File: src/hdl/psg_pkg.sv
// Shared types and constants of the speech gate and PCM blocker.
// Used by psg_front, psg_back and pcm_speech_gate_blocker; no dependencies.
package psg_pkg;

	localparam int SAMPLE_W  = 26;
	localparam int PCM_W     = 16;
	localparam int THR_W     = 15;
	localparam int PRE_W     = 10;
	localparam int BLK_W     = 13;
	localparam int FILL_W    = 12;
	localparam int CFG_IDX_W = 2;
	localparam int CFG_DW    = 16;

	// register indexes of the configuration port
	localparam logic [CFG_IDX_W-1:0] CFG_THRESHOLD   = 2'd0;
	localparam logic [CFG_IDX_W-1:0] CFG_PREROLL_LEN = 2'd1;
	localparam logic [CFG_IDX_W-1:0] CFG_BLOCK_LEN   = 2'd2;

	localparam logic [THR_W-1:0] THRESHOLD_RST   = 15'd327;
	localparam logic [PRE_W-1:0] PREROLL_LEN_RST = 10'd960;
	localparam logic [BLK_W-1:0] BLOCK_LEN_RST   = 13'd512;

	// block length zero selects the default, above the maximum saturates
	localparam logic [BLK_W-1:0] BLK_DEFAULT = 13'd512;
	localparam logic [BLK_W-1:0] BLK_MAX     = 13'd4096;

	// Q3.22 full scale (1.0) and the positive PCM limit
	localparam logic [SAMPLE_W-1:0] Q22_ONE = 26'd4194304;
	localparam logic [PCM_W-1:0]    PCM_POS_MAX = 16'd32767;

	// result queue between front and back
	localparam int QDEPTH = 4;
	localparam int QAW    = 2;
	localparam int QLW    = 3;

	typedef struct packed {
		logic [THR_W-1:0] threshold;
		logic [PRE_W-1:0] preroll_len;
		logic [BLK_W-1:0] block_len;
	} cfg_t;

	typedef struct packed {
		logic signed [PCM_W-1:0] pcm;
		logic                    sample_valid;
		logic                    is_pad;
		logic                    block_end;
		logic                    drained;
	} result_t;

endpackage

File: src/hdl/psg_back.sv
// Back end: short result queue that decouples the front from output stalls
// and drives the result channel from its head entry. Depends on psg_pkg.
module psg_back (
	input  logic                      clk,
	input  logic                      arst_n,
	input  logic                      push,
	input  psg_pkg::result_t          push_data,
	output logic                      res_valid,
	input  logic                      res_stall,
	output psg_pkg::result_t          head,
	output logic [psg_pkg::QLW-1:0]   level
);
	import psg_pkg::*;

	result_t          entry_q [QDEPTH];
	logic [QAW-1:0]   wp_q, rp_q;
	logic [QLW-1:0]   level_q;
	logic             pop;

	assign pop       = (level_q != '0) && !res_stall;
	assign res_valid = (level_q != '0);
	assign head      = entry_q[rp_q];
	assign level     = level_q;

	always_ff @(posedge clk or negedge arst_n) begin
		if (!arst_n) begin
			wp_q    <= '0;
			rp_q    <= '0;
			level_q <= '0;
		end else begin
			if (push) wp_q <= wp_q + QAW'(1);
			if (pop)  rp_q <= rp_q + QAW'(1);
			level_q <= level_q + QLW'(push) - QLW'(pop);
		end
	end

	always_ff @(posedge clk) begin
		if (push) entry_q[wp_q] <= push_data;
	end

`ifndef SYNTHESIS
	a_push_room: assert property (@(posedge clk) disable iff (!arst_n)
		push |-> (level_q < QLW'(QDEPTH)))
		else $error("result pushed into full queue");

	a_level_bound: assert property (@(posedge clk) disable iff (!arst_n)
		level_q <= QLW'(QDEPTH))
		else $error("queue level out of range");

	a_push_empty: assert property (@(posedge clk) disable iff (!arst_n)
		(push && level_q == '0) |=> (level_q == QLW'(1)))
		else $error("result into empty queue not visible");
`endif

endmodule

File: config.mk
export PLATFORM = sky130hd
export DESIGN_NAME = psg_back
export DESIGN_NICKNAME = d
export VERILOG_FILES = /design/src/hdl/psg_pkg.sv /design/src/hdl/psg_back.sv
export SDC_FILE = /design/constraint.sdc
export NUM_CORES = 1
export LEC_CHECK = 0
export BUFFER_PORTS_ARGS = -buffer_cell sky130_fd_sc_hd__buf_4
export CAP_MARGIN = 20
export CORE_ASPECT_RATIO = 2
export CORE_MARGIN = 5
export CORE_UTILIZATION = 50
export DETAILED_ROUTE_END_ITERATION = 6
export PLACE_DENSITY = 0.74
export SLEW_MARGIN = 10
export SYNTH_ARGS = -nofsm -noshare
export SYNTH_HDL_FRONTEND = slang
export SYNTH_SLANG_ARGS = --single-unit
File: constraint.sdc
create_clock -name clk -period 2.4 [get_ports clk]
set_clock_uncertainty 0.2 [all_clocks]
set_input_delay 0.24 -clock clk [delete_from_list [all_inputs] [get_ports clk]]
set_output_delay 0.24 -clock clk [all_outputs]
set_load 0.05 [all_outputs]
==> results of run 1 <==
-- metrics by stage --
step / total power [mW] / instances / worst slack, ns / hold slack [ns] / util (%)
6_report: 5.87 / 318 / 0.145 / 0.0675 / 66.5
5_1_grt: 6.16 / 318 / 0.00701 / 0.0865 / 66.5
3_5_place_dp: 4.63 / 279 / 0.0992 / -0.142 / 58.6
2_1_floorplan: 3.89 / 139 / 0.00730 / -0.256 / -
4_1_cts: 5.95 / 318 / 0.0773 / 0.0491 / 66.4
3_3_place_gp: 4.56 / 279 / 0.216 / -0.145 / 58.6
-- per-layer routing --
layer | vias up | wire, um | track usage (%)
met5 | - | 0 | 0
met4 | 0 | 148 | 8.25
met3 | 12 | 234 | 3.34
met2 | 43 | 2950 | 24.5
met1 | 793 | 2100 | 17.7
li1 | 738 | - | -
-- state kept, by name, indices dropped and copies added (netlist names) --
name	count
level	3
rp_q	2
entry_q	80
wp_q	2
-- cell usage in the layout, fill, tap and decap left out, drive strengths merged --
master       instances
clkinv               5
buf                 56
and2                 4
nor3                 1
xnor2                2
ha                   6
bufinv               1
nor2                 1
xor2                 3
inv                  7
dlygate4sd3         23
mux4                20
nand2                1
dfrtp                7
o21ai                1
edfxtp              80
fa                   1
nor3b                1
clkbuf              10
-- kinds of logic after synthesis --
group | after synthesis | synth area share (%)
buffers and inverters | 11 | 1.79
and+or+nand+nor | 8 | 1.52
adders and majority gates | 7 | 2.89
muxes | 20 | 13.9
DFF | 87 | 78.4
AOI/OAI and AO/OA | 1 | 0.152
xor gates and xnor gates | 5 | 1.33
-- worst min path at each step --
stage / slack [ns] / end / start
detailed placement: -0.14 / wp_q[1]$_DFFE_PN0P_ / arst_n
CTS: 0.05 / wp_q[1]$_DFFE_PN0P_ / arst_n
global placement: -0.14 / wp_q[0]$_DFFE_PN0P_ / arst_n
global route: 0.09 / wp_q[1]$_DFFE_PN0P_ / arst_n
floorplan: -0.26 / level[0]$_DFF_PN0_ / arst_n
finish: 0.07 / wp_q[0]$_DFFE_PN0P_ / arst_n
-- layout make-up --
cell class,count,share of cell area [%]
Sequential cell,87,59.5
Timing Repair Buffer,79,15.6
Inverter,7,0.606
Tap cell,88,2.54
Multi-Input combinational cell,41,15.3
Clock inverter,6,1.18
Clock buffer,10,5.28
-- report_power, final --
group / switching [mW] / internal [mW]
clock: 0.496 / 0.790
sequential: 0.145 / 2.00
combinational: 1.52 / 0.918
-- timing repair --
item                                    CTS  global route
hold endpoints to repair                 91             0
gates resized for setup                   0             1
endpoints found under the setup margin    0             1
hold buffers                             23             0
-- worst register-to-register path: cells and delay by family (launching register included) --
family,cells,cell delay [ns]
XOR/XNOR,2,0.32
buffers and inverters,1,0.04
flip-flops,1,0.43
adder cells (fa/ha/maj),3,0.84
AND/OR/NAND/NOR,2,0.35
==> run_results.csv, run 1 <==
group,metric,value,unit
status,outcome,"finished, final reports clean",
clocking,clk_latency,0.33,ns
clocking,clkSinkCount,87,
floorplan,design.die.area,8400,um2
worst_setup_path,end_kind,"register",
worst_setup_path,r2r_setup_slack,0.15,ns
place,place.gp.congestion,0.749,
cells_and_area,nFillCells,470,
timing,hold_viol,0,
synth,yosysTopAreaCell,"edfxtp_1",
pwr,ir_drop,1150,uV
synth,synth_edf_count,80,
global_route,antenna_found_initial,0,
timing,slew-limit-headroom,64.1,%
worst_setup_path,critPathLaunchType,"register",
worst_setup_path,crit_chain,"nor3_4 > nor2_1 > ha_1 > inv_1 > ha_1 > fa_1 > xnor2_1 > xnor2_1",
worst_setup_path,path_class,"reg2reg",
worst_setup_path,worstSetupEndpoint,"level[2]$_DFF_PN0_",
floorplan,ios,48,
global_route,grt_pass1_vias,1726,
floorplan,start_util,50.5,%
timing,tightest_slew,0.538,ns
detailed_routing,vias,1586,
synth,ys_async_sr_fraction,8.05,%
clocking,post_cts_buffers,0,
worst_setup_path,timing.rr.start,"level[1]$_DFF_PN0_",
cells_and_area,fin_nets,256,
clocking,clk_pin_slew,0.06,ns
synth,synthTopCellsByArea,"edfxtp_1 (73%), mux4_2 (12%), dfrtp_1 (5.3%), ha_1 (2.3%), mux4_1 (1.6%)",
place,dp_hpwl,3600,um
floorplan,std_cell_rows,42,
timing,report.final.setup_viol,0,
global_route,grt_overflow_total,0,
worst_setup_path,worstRegToRegCells,8,
timing,drv_slew,0,
detailed_routing,drcViolationCount,0,
worst_setup_path,cp_slowest_cell,"dfrtp_2",
cells_and_area,layout-drive-gt1-share,38.7,%
worst_setup_path,worst-path-stages,8,
clocking,cts_tree,"built",
global_route,track_usage,15.0,%
worst_setup_path,cp.arrival,2.31,ns
global_route,grt_max_degree,21,
clocking,numCtsBuffers,9,
worst_setup_path,worst-path-max-fanout,3,
pwr,p_per_area,1350,nW/um2
cells_and_area,syn2layout_area_growth,31.8,%
worst_setup_path,cp_top_family,"adder cells",
place,placed_area,3820,um2
timing,period_needed,2.25,ns
timing,rsz0062_at_grt,"false",
clocking,clk_root_buffer_cell,"clkbuf_16",
synth,syn_avg_cell_area,23.7,um2
cells_and_area,final_area,4330,um2
synth,yosys.cell_count.top_type,"edfxtp_1",
synth,yosysSeqAreaShare,78.4,%
synth,synth-seq-cells,87,
detailed_routing,ant_nets,0,
worst_hold_path,hold_class,"in2async",
timing,clock.fmax,444,MHz
detailed_routing,drt_pass1_iterations,3,
job,drv_cap,0,
cells_and_area,diodes,0,
worst_setup_path,cpPeakStageDelay,0.43,ns
floorplan,die_h,125,um
timing,final.setup.tns,0,ns
synth,netlist_area,3290,um2
worst_setup_path,crit_start,"level[1]$_DFF_PN0_",
timing,post-route-period-util,93.9,%
cells_and_area,ff_latch_area,2580,um2
synth,yosysWarnings,0,
detailed_routing,drtIter0Drc,91,
synth,synth_ff_type,"edfxtp_1",
synth,synth.top_cell.area_share,73.1,%
synth,syn_nets,170,
cells_and_area,multiInputGateArea,663,um2
worst_setup_path,critPathBufInv,1,
place,io_buffers,47,
detailed_routing,drt-total-wl,5440,um
detailed_routing,vias_per_cell,4.99,
floorplan,coreArea,6520,um2
pwr,p_leak,1.59,nW
global_route,grt_pass1_wl,8830,um
synth,syn_inst,139,
clocking,cts-htree-levels,3,
synth,synthTopCellsByCount,"edfxtp_1 (80), mux4_2 (18), dfrtp_1 (7), inv_1 (7), ha_1 (6)",
synth,synth_cell_type_count,17,
worst_setup_path,required,2.45,ns
clocking,clockBufferDepth,2,
detailed_routing,routedWlPerCell,17.1,um
floorplan,die_w,67.3,um
worst_setup_path,r2r-end,"level[2]$_DFF_PN0_",
Note: power is estimated with default switching activity, not from simulation.
==> run 2, diff against run 1 <==
--- a/config.mk
+++ b/config.mk
@@ -11,7 +11,7 @@
 export CORE_MARGIN = 5
 export CORE_UTILIZATION = 50
 export DETAILED_ROUTE_END_ITERATION = 6
-export PLACE_DENSITY = 0.74
+export PLACE_DENSITY_LB_ADDON = 0.2
 export SLEW_MARGIN = 10
 export SYNTH_ARGS = -nofsm -noshare
 export SYNTH_HDL_FRONTEND = slang
==> run_results.csv, run 2 (same netlist as run 1, synthesis figures left out) <==
group,metric,value,unit
worst_setup_path,cp.arrival,1.81,ns
cells_and_area,layout_common_cells,"edfxtp_1 (80), buf_4 (58), dlygate4sd3_1 (22)",
clocking,cts_tree,"built",
cells_and_area,fin_util,65.7,%
place,dp_hpwl,3650,um
clocking,clk_pin_slew,0.05,ns
worst_hold_path,hold_start,"res_stall",
timing,final.setup.tns,0,ns
cells_and_area,layout-drive-gt1-share,38.7,%
detailed_routing,routedWlPerCell,17.3,um
clocking,clkSinkCount,87,
worst_setup_path,critPathLaunchType,"register",
timing,rsz0062_at_grt,"false",
job,drv_cap,0,
place,place.gp.congestion,0.642,
cells_and_area,fin_nets,257,
global_route,grt_pass1_vias,1745,
detailed_routing,vias,1583,
detailed_routing,ant_nets,0,
cells_and_area,largest-register,"entry_q",
timing,clock.fmax,444,MHz
pwr,p_per_area,1340,nW/um2
timing,slew-limit-headroom,64.4,%
detailed_routing,drtIter0Drc,43,
pwr,ir_drop,855,uV
floorplan,ios,48,
worst_setup_path,crit_start,"rp_q[1]$_DFFE_PN0P_",
status,outcome,"finished, final reports clean",
global_route,grt_pass1_wl,8710,um
clocking,numCtsBuffers,9,
worst_setup_path,worst-path-max-fanout,11,
global_route,grt_overflow_total,0,
worst_setup_path,cp_common_cell,"buf_4",
timing,post-route-period-util,93.8,%
worst_hold_path,hold_depth,3,
worst_setup_path,cpPeakStageDelay,0.67,ns
worst_setup_path,cp_top_family,"flip-flops",
place,io_buffers,47,
global_route,antenna_found_initial,0,
floorplan,coreArea,6520,um2
worst_setup_path,worst-path-stages,3,
floorplan,die_h,125,um
worst_setup_path,end_kind,"output port",
worst_setup_path,path_class,"reg2out",
detailed_routing,drcViolationCount,0,
floorplan,design.die.area,8400,um2
global_route,track_usage,14.7,%
cells_and_area,fin_cells,318,
clocking,clockBufferDepth,2,
worst_setup_path,worstRegToRegCells,8,
worst_setup_path,cp_slowest_cell,"dfrtp_1",
cells_and_area,diodes,0,
clocking,post_cts_buffers,0,
global_route,grt_max_degree,21,
worst_setup_path,required,1.96,ns
timing,drv_slew,0,
pwr,power,5.74,mW
clocking,clk_root_buffer_cell,"clkbuf_16",
cells_and_area,syn2layout_area_growth,30.3,%
detailed_routing,drt-total-wl,5490,um
floorplan,std_cell_rows,42,
floorplan,die_w,67.3,um
worst_setup_path,critPathBufInv,2,
detailed_routing,drt_pass1_iterations,4,
detailed_routing,vias_per_cell,4.98,
cells_and_area,largest_reg_flops,80,
clocking,cts-htree-levels,3,
timing,hold_viol,0,
clocking,clk_latency,0.33,ns
worst_setup_path,timing.rr.start,"level[1]$_DFF_PN0_",
timing,tightest_slew,0.534,ns
pwr,p_leak,1.57,nW
floorplan,start_util,50.5,%
cells_and_area,mostFrequentLayoutCell,"edfxtp_1",
place,dp_cells,281,
worst_hold_path,hold_class,"in2reg",
worst_setup_path,crit_chain,"buf_4 > mux4_2 > buf_4",
timing,period_needed,2.25,ns
timing,report.final.setup_viol,0,
[run 2: worst reg2reg max path, stage by stage, from the launching register on]
cell and delay, ns:
dfrtp_2 0.43, nor3_4 0.24, nor2_1 0.11, ha_1 0.29, inv_1 0.04, ha_1 0.18
fa_1 0.37, xnor2_1 0.18, xnor2_1 0.13
[run 2: layer usage]
metal | share of wire [%] | global-route usage [%] | vias up
met5 | 0 | 0 | -
met3 | 5.4 | 4.06 | 11
met1 | 39 | 17.4 | 794
met2 | 53 | 23.5 | 44
li1 | - | - | 734
met4 | 2.6 | 8.25 | 0
[run 2: layout make-up]
| cell class | count | area (um2) |
|---|---|---|
| sequential | 87 | 2580 |
| fill | 485 | 2230 |
| multi-input combinational | 41 | 663 |
| timing repair buffer | 80 | 656 |
| clock buffer | 13 | 240 |
| tap | 88 | 110 |
| inverter | 7 | 26.3 |
| clock inverter | 2 | 8.76 |
[run 2: path summary, 6_finish.rpt]
path	to	slack [ns]
worst max-delay path	head[2]	0.15
worst min-delay path	rp_q[1]$_DFFE_PN0P_	0.01
worst max register to register	level[2]$_DFF_PN0_	0.16
worst min register to register	wp_q[0]$_DFFE_PN0P_	0.34
max in group asynchronous	level[1]$_DFF_PN0_	1.80
min in group asynchronous	level[0]$_DFF_PN0_	0.07
[run 2: what timing repair did]
| item | CTS | global route |
|---|---|---|
| hold buffers | 22 | 0 |
| gates resized for setup | 0 | 1 |
| setup endpoints to repair | 0 | 1 |
| hold endpoints to repair | 90 | 0 |
[run 2: per-stage QoR]
step | worst slack, ns | hold slack (ns) | instance area (um2)
after floorplan | 0.00730 | -0.256 | 3290
after global placement | 0.204 | -0.144 | 3810
after detailed placement | 0.144 | -0.141 | 3810
after CTS | 0.126 | 0.000445 | 4280
after global routing | 0.00344 | 0.0130 | 4280
final | 0.148 | 0.0122 | 4280
[run 2: power by group]
part | switching, mW | internal, mW
logic | 1.51 | 0.895
registers | 0.145 | 2.00
clock network | 0.490 | 0.690
total | 2.15 | 3.59
